`src/rtl/core/dsh_pkg.sv`:
```
// Package for the diamond-square heightmap block.
// Holds sizes, input kind codes, register indexes and the controller/datapath structs.
// No dependencies.
`timescale 1ns / 1ps
package dsh_pkg;
  localparam int MaxGridLog2Def = 8;
  localparam int HeightBitsDef = 32;
  localparam int GridLog2Rst = 8;

  localparam logic [1:0] KIND_START = 2'd0;
  localparam logic [1:0] KIND_DRAW  = 2'd1;
  localparam logic [1:0] KIND_READ  = 2'd2;

  localparam logic [1:0] REG_GRID  = 2'd0;
  localparam logic [1:0] REG_SCALE = 2'd1;
  localparam logic [1:0] REG_RATIO = 2'd2;

  localparam logic [2:0] OP_NONE   = 3'd0;
  localparam logic [2:0] OP_START  = 3'd1;
  localparam logic [2:0] OP_READ   = 3'd2;
  localparam logic [2:0] OP_NBR    = 3'd3;
  localparam logic [2:0] OP_WRITE  = 3'd4;
  localparam logic [2:0] OP_ADV    = 3'd5;
  localparam logic [2:0] OP_CORNER = 3'd6;
  localparam logic [2:0] OP_LOAD   = 3'd7;

  typedef struct packed {
    logic [2:0] op;
    logic [1:0] sel;
  } dsh_cmd_t;

  typedef struct packed {
    logic generating;
    logic copy_row;
    logic copy_col;
  } dsh_stat_t;
endpackage

```
`src/rtl/core/dsh_ctrl.sv`:
```
// Controller state machine of the diamond-square heightmap block.
// Sequences memory reads, writes and result hand-off; depends on dsh_pkg.
`timescale 1ns / 1ps
module dsh_ctrl
  import dsh_pkg::*;
(
  input  logic       clk,
  input  logic       rst_n,
  input  logic       in_valid,
  output logic       in_stall,
  input  logic [1:0] in_kind,
  input  logic       out_valid,
  input  logic       out_stall,
  input  dsh_stat_t  stat,
  output dsh_cmd_t   cmd,
  output logic       load_out
);
  localparam logic [3:0] S_IDLE = 4'd0;
  localparam logic [3:0] S_CRN  = 4'd1;
  localparam logic [3:0] S_RDA  = 4'd2;
  localparam logic [3:0] S_RDB  = 4'd3;
  localparam logic [3:0] S_N0   = 4'd4;
  localparam logic [3:0] S_N1   = 4'd5;
  localparam logic [3:0] S_N2   = 4'd6;
  localparam logic [3:0] S_N3   = 4'd7;
  localparam logic [3:0] S_WAIT = 4'd8;
  localparam logic [3:0] S_MUL  = 4'd9;
  localparam logic [3:0] S_WR   = 4'd10;
  localparam logic [3:0] S_CPR  = 4'd11;
  localparam logic [3:0] S_CPC  = 4'd12;
  localparam logic [3:0] S_OUT  = 4'd13;

  logic [3:0] state_r, state_nxt;
  logic [1:0] crn_r, crn_nxt;
  logic       is_read_r, is_read_nxt;
  logic       acc;

  assign in_stall = (state_r != S_IDLE);
  assign acc = in_valid && !in_stall;

  always_comb begin
    state_nxt = state_r;
    crn_nxt = crn_r;
    is_read_nxt = is_read_r;
    cmd = '{op: OP_NONE, sel: 2'd0};
    load_out = 1'b0;
    unique case (state_r)
      S_IDLE: begin
        if (acc) begin
          case (in_kind)
            KIND_START: begin
              cmd.op = OP_START;
              crn_nxt = 2'd0;
              state_nxt = S_CRN;
            end
            KIND_READ: begin
              cmd.op = OP_READ;
              is_read_nxt = 1'b1;
              state_nxt = S_RDA;
            end
            KIND_DRAW: begin
              if (stat.generating) begin
                cmd.op = OP_LOAD;
                is_read_nxt = 1'b0;
                state_nxt = S_N0;
              end
            end
            default: ;
          endcase
        end
      end
      S_CRN: begin
        cmd = '{op: OP_CORNER, sel: crn_r};
        crn_nxt = crn_r + 2'd1;
        if (crn_r == 2'd3) state_nxt = S_IDLE;
      end
      S_RDA: state_nxt = S_RDB;
      S_RDB: state_nxt = S_OUT;
      S_N0: begin
        cmd = '{op: OP_NBR, sel: 2'd0};
        state_nxt = S_N1;
      end
      S_N1: begin
        cmd = '{op: OP_NBR, sel: 2'd1};
        state_nxt = S_N2;
      end
      S_N2: begin
        cmd = '{op: OP_NBR, sel: 2'd2};
        state_nxt = S_N3;
      end
      S_N3: begin
        cmd = '{op: OP_NBR, sel: 2'd3};
        state_nxt = S_WAIT;
      end
      S_WAIT: state_nxt = S_MUL;
      S_MUL: state_nxt = S_WR;
      S_WR: begin
        cmd = '{op: OP_WRITE, sel: 2'd0};
        state_nxt = S_CPR;
      end
      S_CPR: begin
        if (stat.copy_row) cmd = '{op: OP_WRITE, sel: 2'd1};
        state_nxt = S_CPC;
      end
      S_CPC: begin
        if (stat.copy_col) cmd = '{op: OP_WRITE, sel: 2'd2};
        state_nxt = S_OUT;
      end
      S_OUT: begin
        if (!out_valid || !out_stall) begin
          load_out = 1'b1;
          if (!is_read_r) cmd.op = OP_ADV;
          state_nxt = S_IDLE;
        end
      end
      default: state_nxt = S_IDLE;
    endcase
  end

  always_ff @(posedge clk) begin
    if (!rst_n) begin
      state_r <= S_IDLE;
      crn_r <= 2'd0;
      is_read_r <= 1'b0;
    end else begin
      state_r <= state_nxt;
      crn_r <= crn_nxt;
      is_read_r <= is_read_nxt;
    end
  end
endmodule

```
`config.mk`:
```
export PLATFORM = sky130hd
export DESIGN_NAME = dsh_ctrl
export DESIGN_NICKNAME = d
export VERILOG_FILES = /design/src/rtl/core/dsh_pkg.sv /design/src/rtl/core/dsh_ctrl.sv
export SDC_FILE = /design/constraint.sdc
export NUM_CORES = 1
export LEC_CHECK = 0
export ABC_AREA = 1
export BUFFER_PORTS_ARGS = -buffer_cell sky130_fd_sc_hd__buf_2
export CORE_MARGIN = 3
export CORE_UTILIZATION = 51
export CTS_CLUSTER_SIZE = 30
export DETAILED_ROUTE_END_ITERATION = 10
export GPL_TIMING_DRIVEN = 1
export PLACE_DENSITY_LB_ADDON = 0.2
export SLEW_MARGIN = 20
export SYNTH_ARGS = -nofsm -noshare
export SYNTH_HDL_FRONTEND = slang
export SYNTH_SLANG_ARGS = --single-unit
```
`constraint.sdc`:
```
create_clock -name clk -period 1.65 [get_ports clk]
set_input_delay 0 -clock clk [delete_from_list [all_inputs] [get_ports clk]]
set_output_delay 0 -clock clk [all_outputs]
set_load 0.005 [all_outputs]
```
==> impl_results.md, run 1 <==
- CTS Buf Count: 3
- Highest Clock Rate: 653.9 MHz
- Chip Width: 42.50 um
- H-tree depth: 1
- Clock Tree Buf Depth: 2
- Syn Nets: 126
- Skew final: 0.007650 ns
- Syn Inst Count: 111
- Design area: 807.0 sq um
- Crit path launch: state_r[1]
- Vias in the first global route: 710
- Max incr delay on CP: 0.42 ns
- Post-detailed-route wirelength per cell: 11.95 um
- Initial Util: 58.01%
- Diodes inserted: 0
- Tot Pwr: 0.7203 mW
- Worst ir drop on vdd: 606.8 uV
- Pwr dens: 892.6 mW/mm^2
- Initial antenna violation count: 0
- Die area: 0.001806 sq mm
- Cell area after synthesis: 679.4 sq um
- IO Port Bufs: 16
- # IOs: 17
- Row cnt: 12
- Clk pin slew, worst setup/hold paths: 0.06 ns
- Syn avg cell area: 6.121 sq um
- Fin nets: 147
- Worst r2r src: state_r[3]
- Crit end category: primary output
- Post-CTS Setup Inserts: 0
- Worst slew margin: 81.52%
- Iter 0 DRT Violations: 33
- Synthesis-to-layout area growth: 18.78%
- Final period utilization: 92.68%
- Final Setup Violations: 0
- Commonest cells after routing, fill and taps aside: 27 x nand2_1, 16 x buf_2, 15 x inv_1, 11 x nand3_1, 8 x a21oi_1
- Placed Instance Area: 777.0 sq um
- Pins over their slew limit: 0
- Pleak: 0.4344 nW
- Worst min path class: input port to flop
- Worst-Margin Slew: 0.2762 ns
- CTS tree: built
- Max_cap viols: 0
- Yosys warnings: 0
- Worst EP arrival: 1.53 ns
- Clock sinks: 7
- Critical path, cell by cell: nand2_1 > nor2_1 > nand2_1 > nand4_1 > a21oi_1 > o21ai_1 > buf_2
- Post-CTS Hold Buffers: 0
- Total congestion overflow: 0
- Post-DRT Antenna Nets: 0
- Critical-path top delay cell: dfxtp_1
- Vias per inst: 5.593
- Core box area: 0.001171 sq mm
- RSZ-0062 raised after global routing: no
- Register area share after synthesis: 20.63%
- DR DRC count: 0
- DRT Pass-1 Iters: 4
- Layout fillers: 112
- Worst-skew pair later-pin latency: 0.26 ns
- GPL Wtd Cong: 0.9535
- Hpwl dp: 1411 um
- Crit Path Max Fanout: 5
- Status: complete, no violations
- Min Tclk post-route: 1.529 ns
- Most used cell, CP: nand2_1
- Share of layout cells above drive strength 1: 29.77%
- CP required: 1.65 ns
- Synth Register Bits: 7
- Utilization after layout: 68.91%
- Final Hold Fails: 0
- Total wire length: 1733 um
- Hold path start: rst_n
- Critical path type: flop to primary output
- Die Ht: 42.50 um
- Worst hold margin: 0.09009 ns
- Commonest non-fill, non-tap cell in the layout: nand2_1
- First-pass GRT wire length: 2953 um
- Critical path startpoint category: flop
- DR vias: 811
- Setup TNS: 0 ns
- Post-synthesis cell type count: 19
- Largest net degree at the start of global routing: 8
- All-Layer GR Usage: 21.20%
- Root Buffer: clkbuf_4
[worst paths after layout]
kind | end | slack, ns | depth (start not counted)
hold reg to reg | is_read_r | 0.47 | 2
hold / removal | crn_r[1] | 0.09 | 3
setup reg to reg | state_r[2] | 0.36 | 6
setup / recovery | cmd[4] | 0.12 | 7
[state kept, by name (all words and copies together), names as in the netlist]
| name | cells |
|---|---|
| crn_r | 2 |
| is_read_r | 1 |
| state_r | 4 |
[synthesized netlist by cell type, drive strengths merged]
cell type  number  area [sq um]
o211ai          2         15.01
nor3            1         10.01
o221ai          1         8.760
ha              5         62.56
nor3b           1         12.51
a21oi           8         40.04
nand4           3         18.77
nand3b          2         15.01
inv            22         82.58
o21ai           5         25.02
nand3          11         55.05
nor2           12         67.57
dfxtp           7         140.1
nand2          31         126.4
[kinds of logic (layout without fill, tap and decap cells)]
family / after synthesis / count (layout) / synth area share (%)
compound gates: 16 / 16 / 13.07
fa+ha+maj: 5 / 5 / 9.208
buf+inv: 22 / 42 / 12.15
flops: 7 / 7 / 20.63
simple gates: 61 / 61 / 44.94
[power breakdown]
part	total (mW)	internal, mW	switching [mW]
logic	0.341	0.127	0.214
registers	0.212	0.190	0.0228
clock network	0.166	0.0893	0.0771
[worst max-delay path, delay by kind of cell (launching register included)]
family,cells,cell delay [ns]
compound gates,2,0.12
buf+inv,1,0.12
flops,1,0.42
simple gates,4,0.61
[through the flow]
step	setup slack, ns	instances
after global routing	0.02212	145
after detailed placement	0.3617	141
final	0.1208	145
after CTS	0.1307	145
after floorplan	0.5463	111
after global placement	0.3929	141
[metal layers]
metal	GRT usage, %	vias up	wire, um
met5	0	-	0
met3	8.155	6	165
met2	36.17	43	817
met4	3.106	0	22
met1	25.45	361	728
li1	-	401	-
[repair_timing]
| item | in CTS | in global routing |
|---|---|---|
| gates resized for setup | 0 | 1 |
| endpoints found under the setup margin | 0 | 1 |
| endpoints found under the hold margin | 0 | 0 |
[area by class of cell]
cell class	count	area (sq um)	area share (%)
Clock inverter	1	5.005	0.6202
Clock buffer	3	22.52	2.791
Inverter	22	82.58	10.23
Sequential cell	7	140.1	17.36
Timing Repair Buffer	16	80.08	9.922
Tap cell	14	17.52	2.171
Multi-Input combinational cell	82	459.2	56.90
Note: power is estimated with default switching activity, not from simulation.
==> inputs of run 2 (changes only) <==
--- a/config.mk
+++ b/config.mk
@@ -5,7 +5,6 @@
 export SDC_FILE = /design/constraint.sdc
 export NUM_CORES = 1
 export LEC_CHECK = 0
-export ABC_AREA = 1
 export BUFFER_PORTS_ARGS = -buffer_cell sky130_fd_sc_hd__buf_2
 export CORE_MARGIN = 3
 export CORE_UTILIZATION = 51
==> run 2 against run 1 <==
- first-iteration DRC count decreased by 21%
- total power decreased by 3.7%
- maximum frequency is 4.3% lower
- clock skew fell by 0.0053 ns
- global-route usage barely moved
- flip-flop and latch count did not move
- sequential power rose by 4%
- core utilization up 2.8 points
- via count decreased by 0.25%
==> impl_results.md, run 2 <==
- Status: complete, no violations
- RSZ-0062 raised after global routing: yes
- Register area share after synthesis: 19.55%
- GPL Wtd Cong: 0.8470
- Max_cap viols: 0
- Worst ir drop on vdd: 464.2 uV
- Crit path launch: state_r[3]
- Pleak: 0.4341 nW
- Max FFs per register: 4
- Inst Count DP: 127
- Vias in the first global route: 695
- Clock sinks: 7
- Max incr delay on CP: 0.36 ns
- Post-detailed-route wirelength per cell: 13.81 um
- Reg2reg end: state_r[0]
- All-Layer GR Usage: 21.25%
- CTS Buf Count: 3
- DR vias: 809
- Synthesis-to-layout area growth: 21.64%
- Critical path, cell by cell: nor4_4 > nand2_1 > or3_1 > nand4_1 > buf_2
- Synth top area share: 19.55%
- Largest reg by FF count: state_r
- Synth area leader: dfxtp_1
- Largest net degree at the start of global routing: 17
- DRT Pass-1 Iters: 4
- Synth area leaders: dfxtp_1 20%, ha_1 8.7%, a21oi_1 8.4%
- Pwr dens: 795.0 mW/mm^2
- Share of layout cells above drive strength 1: 30.51%
- Post-DRT Antenna Nets: 0
- Core box area: 0.001216 sq mm
- Total congestion overflow: 0
- Chip Width: 43.50 um
- Syn avg cell area: 7.391 sq um
- Pins over their slew limit: 0
- Min Tclk post-route: 1.598 ns
- Worst-skew pair later-pin latency: 0.25 ns
- Worst r2r src: state_r[2]
- Yosys warnings: 0
- Diodes inserted: 0
- Clock Tree Buf Depth: 2
- Critical path startpoint category: flop
- Initial antenna violation count: 0
- Worst hold endpoint: is_read_r
- Tot Pwr: 0.6933 mW
- Total wire length: 1823 um
- Cell area after synthesis: 716.9 sq um
- Commonest cells after routing, fill and taps aside: 16 x buf_2, 12 x a21oi_1, 9 x nand2_1, 8 x inv_1, 8 x buf_4
- # IOs: 17
- Fin nets: 134
- CTS tree: built
- DR DRC count: 0
- Worst min path class: input port to flop
- Crit end category: primary output
- Final period utilization: 96.84%
- FFs w/ async S/R, synth: 0%
- Row cnt: 12
- Syn Inst Count: 97
- Syn Nets: 112
- Commonest non-fill, non-tap cell in the layout: buf_2
- Layout fillers: 109
- Top flop regs: state_r x4, crn_r x2, is_read_r x1
- Utilization after layout: 71.71%
- Highest Clock Rate: 625.8 MHz
- Critical-path top delay cell: dfxtp_2
- Hold path start: rst_n
- Critical path type: flop to primary output
- Worst hold margin: 0.01225 ns
- Vias per inst: 6.129
- Synth Register Bits: 7
- Skew final: 0.002338 ns
- First-pass GRT wire length: 3091 um
- Worst-Margin Slew: 0.2962 ns
- Die Ht: 43.50 um
- Final Setup Violations: 0
- Hpwl dp: 1367 um
- Initial Util: 58.95%
- Post-synthesis cell type count: 37
- Root Buffer: clkbuf_4
- IO Port Bufs: 16
- Ys flop type: dfxtp_1
- Crit Path Max Fanout: 6
- Count leader, synth: a21oi_1
- Die area: 0.001892 sq mm
- Finished Layout Cells: 132
- Worst slew margin: 80.10%
- Post-synth EDFFs: 0
- Worst Hold Path Cells: 2
- H-tree depth: 1
- CP required: 1.65 ns
- Final Hold Fails: 0
- FF-to-FF path depth: 6
- Worst reg2reg setup slack: 0.24 ns
- Top post-synthesis cells by count: 12 x a21oi_1, 9 x nand2_1, 8 x inv_1, 7 x dfxtp_1
- Clk pin slew, worst setup/hold paths: 0.05 ns
- Iter 0 DRT Violations: 26
- Worst EP arrival: 1.60 ns
==> run 2: cell types whose count changed in the layout (fill, tap and decap cells not counted), moves of 7 or more <==
cell	previous run	this run
buf_4	0	8
inv_1	15	8
inv_2	7	0
nand2_1	27	9
nand3_1	11	3
==> run 2: how the worst max path moves through the flow <==
stage | end | slack (ns) | cells past startpoint
final | cmd[4] | 0.05 | 5
after global routing | cmd[3] | -0.07 | 6
after CTS | cmd[4] | 0.04 | 5
after detailed placement | state_r[0] | 0.16 | 7
after global placement | state_r[2] | 0.22 | 7
after floorplan | state_r[2] | 0.33 | 4
==> run 2: layout make-up <==
cell class / count / area [sq um] / area share, %
clock buffers: 4 / 26.28 / 3.013
inverters: 8 / 30.03 / 3.443
flip-flops and latches: 7 / 143.9 / 16.50
well taps: 14 / 17.52 / 2.009
repair buffers: 24 / 140.1 / 16.07
multi-input cells: 75 / 514.2 / 58.97
==> run 2: metal layers <==
layer,track usage (%),share of wire (%),vias up
met5,0,0,-
met4,5.422,1.6,0
met2,34.81,49,32
li1,-,-,398
met3,4.979,6.9,6
met1,27.90,42,373
==> run 2: kinds of logic (layout without fill, tap and decap cells) <==
group / Yosys count / count (layout) / share of synthesized area [%]
AO/OA/AOI/OAI: 33 / 33 / 30.54
XOR/XNOR: 1 / 1 / 1.222
adder cells (fa/ha/maj): 5 / 5 / 8.726
buffers and inverters: 15 / 36 / 8.726
flip-flops: 7 / 7 / 19.55
multiplexers: 1 / 1 / 1.396
AND/OR/NAND/NOR: 35 / 35 / 29.84
==> run 2: power by group <==
part,total [mW],switching (mW),leakage (nW),internal (mW)
Sequential,0.220,0.0289,0.0583,0.191
Combinational,0.317,0.158,0.361,0.159
Clock,0.157,0.0642,0.0150,0.0924
Total,0.693,0.251,0.434,0.442
==> run 2: repair_timing <==
| action | 4_1_cts | 5_1_grt |
|---|---|---|
| hold buffers | 0 | 0 |
| setup buffers | 1 | 0 |
| hold endpoints to repair | 0 | 0 |
| endpoints found under the setup margin | 2 | 5 |
| cloned | 0 | 0 |
| gates resized for setup | 0 | 4 |
| pin swaps | 1 | 0 |
==> run 2: per-stage QoR <==
stage	TNS (ns)	setup slack [ns]	area, sq um
6_report	0	0.05210	872.1
5_1_grt	-0.07901	-0.06692	872.1
4_1_cts	0	0.03745	868.3
3_5_place_dp	0	0.1559	834.6
3_3_place_gp	0	0.2194	834.6
2_1_floorplan	0	0.3335	716.9
==> run 2: critical path: cells and delay by family (launching register included) <==
family	cells	cell delay [ns]
and+or+nand+nor	4	0.87
DFF	1	0.36
buffers and inverters	1	0.11
==> inputs of run 3 (changes only) <==
--- a/config.mk
+++ b/config.mk
@@ -6,12 +6,13 @@
 export NUM_CORES = 1
 export LEC_CHECK = 0
 export BUFFER_PORTS_ARGS = -buffer_cell sky130_fd_sc_hd__buf_2
+export CAP_MARGIN = 40
 export CORE_MARGIN = 3
 export CORE_UTILIZATION = 51
 export CTS_CLUSTER_SIZE = 30
 export DETAILED_ROUTE_END_ITERATION = 10
 export GPL_TIMING_DRIVEN = 1
-export PLACE_DENSITY_LB_ADDON = 0.2
+export PLACE_DENSITY = 0.76
 export SLEW_MARGIN = 20
 export SYNTH_ARGS = -nofsm -noshare
 export SYNTH_HDL_FRONTEND = slang
==> run 3 against run 2 <==
- core utilization is 1.3 points lower
- largest cell class unchanged
- critical endpoint is now cmd[1]
- sequential share of layout area is 0.17 points higher
- critical path depth did not move
- final cell count down 1.5%
- critical path type unchanged
- register-to-register slack improved by 0.02 ns
- die area stayed put
- highest routed layer unchanged
==> impl_results.md, run 3 (synthesis gave the netlist of run 2 again) <==
- Synthesis-to-layout area growth: 19.37%
- All-Layer GR Usage: 20.83%
- Register area: 142.6 sq um
- Vias per inst: 5.923
- Multi-input gate area: 514.2 sq um
- Clk pin slew, worst setup/hold paths: 0.05 ns
- Status: complete, no violations
- Post-CTS Hold Buffers: 0
- Skew final: 0.0002453 ns
- Design area: 855.8 sq um
- Core box area: 0.001216 sq mm
- Final Hold Fails: 0
- Final period utilization: 96.45%
- Layout fillers: 112
- Top flop regs: state_r x4, crn_r x2, is_read_r x1
- Clock sinks: 7
- Vias in the first global route: 683
- Die area: 0.001892 sq mm
- Hpwl dp: 1267 um
- Die Ht: 43.50 um
- Clock Tree Buf Depth: 2
- Min Tclk post-route: 1.591 ns
- Pwr dens: 791.0 mW/mm^2
- Final Setup Violations: 0
- Critical path type: flop to primary output
- # IOs: 17
- GPL Wtd Cong: 0.8107
- Placed Instance Area: 819.5 sq um
- Worst EP arrival: 1.59 ns
- Initial Util: 58.95%
- Pleak: 0.4231 nW
- Commonest cells after routing, fill and taps aside: 16 x buf_2, 12 x a21oi_1, 9 x nand2_1, 8 x inv_1, 6 x buf_4
- RSZ-0062 raised after global routing: yes
- Root Buffer: clkbuf_4
- Max FFs per register: 4
- Chip Width: 43.50 um
- Crit Path Max Fanout: 13
- Share of layout cells above drive strength 1: 28.45%
- Worst-skew pair later-pin latency: 0.25 ns
- H-tree depth: 1
- Post-detailed-route wirelength per cell: 13.51 um
- Pins over their slew limit: 0
- Post-DRT Antenna Nets: 0
- Worst ir drop on vdd: 536.4 uV
- Row cnt: 12
- DR DRC count: 0
- Worst slew margin: 82.93%
- Total congestion overflow: 0
- Inst Count DP: 125
- Crit end category: primary output
- Final setup margin: 0.05863 ns
- Commonest non-fill, non-tap cell in the layout: buf_2
- Initial antenna violation count: 0
- DRT Pass-1 Iters: 6
- Finished Layout Cells: 130
- CTS Buf Count: 3
- First-pass GRT wire length: 2967 um
- Diodes inserted: 0
- CP required: 1.65 ns
- Total wire length: 1756 um
- Fin nets: 132
- CTS tree: built
- Max_cap viols: 0
- Critical path startpoint category: flop
- IO Port Bufs: 16
- Dpl ws: 0.1565 ns
- Largest net degree at the start of global routing: 17
- Highest Clock Rate: 628.4 MHz
- Largest reg by FF count: state_r
- DR vias: 770
- Worst reg2reg setup slack: 0.26 ns
- Iter 0 DRT Violations: 19
- Worst-Margin Slew: 0.2528 ns
- Worst min path class: input port to flop
-- run 3: cell type report --
cell class                      instances  area share, %
Multi-Input combinational cell         75          60.09
Tap cell                               14          2.047
Inverter                                8          3.509
Timing Repair Buffer                   22          14.62
Sequential cell                         7          16.67
Clock buffer                            4          3.070
-- run 3: final timing paths --
path,endpoint,startpoint,depth (start not counted)
worst max-delay path,cmd[1],state_r[0],5
worst max register to register,state_r[2],state_r[0],3
worst min-delay path,is_read_r,rst_n,2
worst min register to register,crn_r[1],crn_r[1],2
-- run 3: metal layers --
metal | global-route usage, % | share of wire, % | vias up
li1 | - | - | 389
met1 | 26.91 | 44 | 342
met2 | 32.45 | 47 | 35
met3 | 5.394 | 7.2 | 4
met4 | 9.036 | 1.5 | 0
met5 | 0 | 0 | -
-- run 3: critical path: stages (launching register included) --
cell,delay [ns]
dfxtp_2,0.46
buf_4,0.23
nor4bb_1,0.28
a21oi_1,0.06
o22ai_1,0.16
buf_2,0.14
-- run 3: report_power, final --
part	leakage, nW	switching, mW	total, mW	internal, mW
logic	0.350	0.147	0.293	0.146
registers	0.0578	0.0353	0.226	0.191
clock network	0.0150	0.0653	0.158	0.0924
-- run 3: repair_timing --
item / 4_1_cts / 5_1_grt
endpoints found under the setup margin: 2 / 4
pin swaps: 1 / 1
resized for setup: 1 / 1
buffers inserted: 1 / 0
-- run 3: metrics by stage --
step                utilization [%]  TNS (ns)  hold WS, ns  power [mW]
floorplan                         -         0      0.06303      0.4119
global placement              67.39         0       0.2663      0.4957
detailed placement            67.39         0       0.2717      0.5002
CTS                           70.27         0      0.01701      0.6769
global route                  70.37  -0.05231      0.02686      0.7310
finish                        70.37         0      0.02042      0.6769
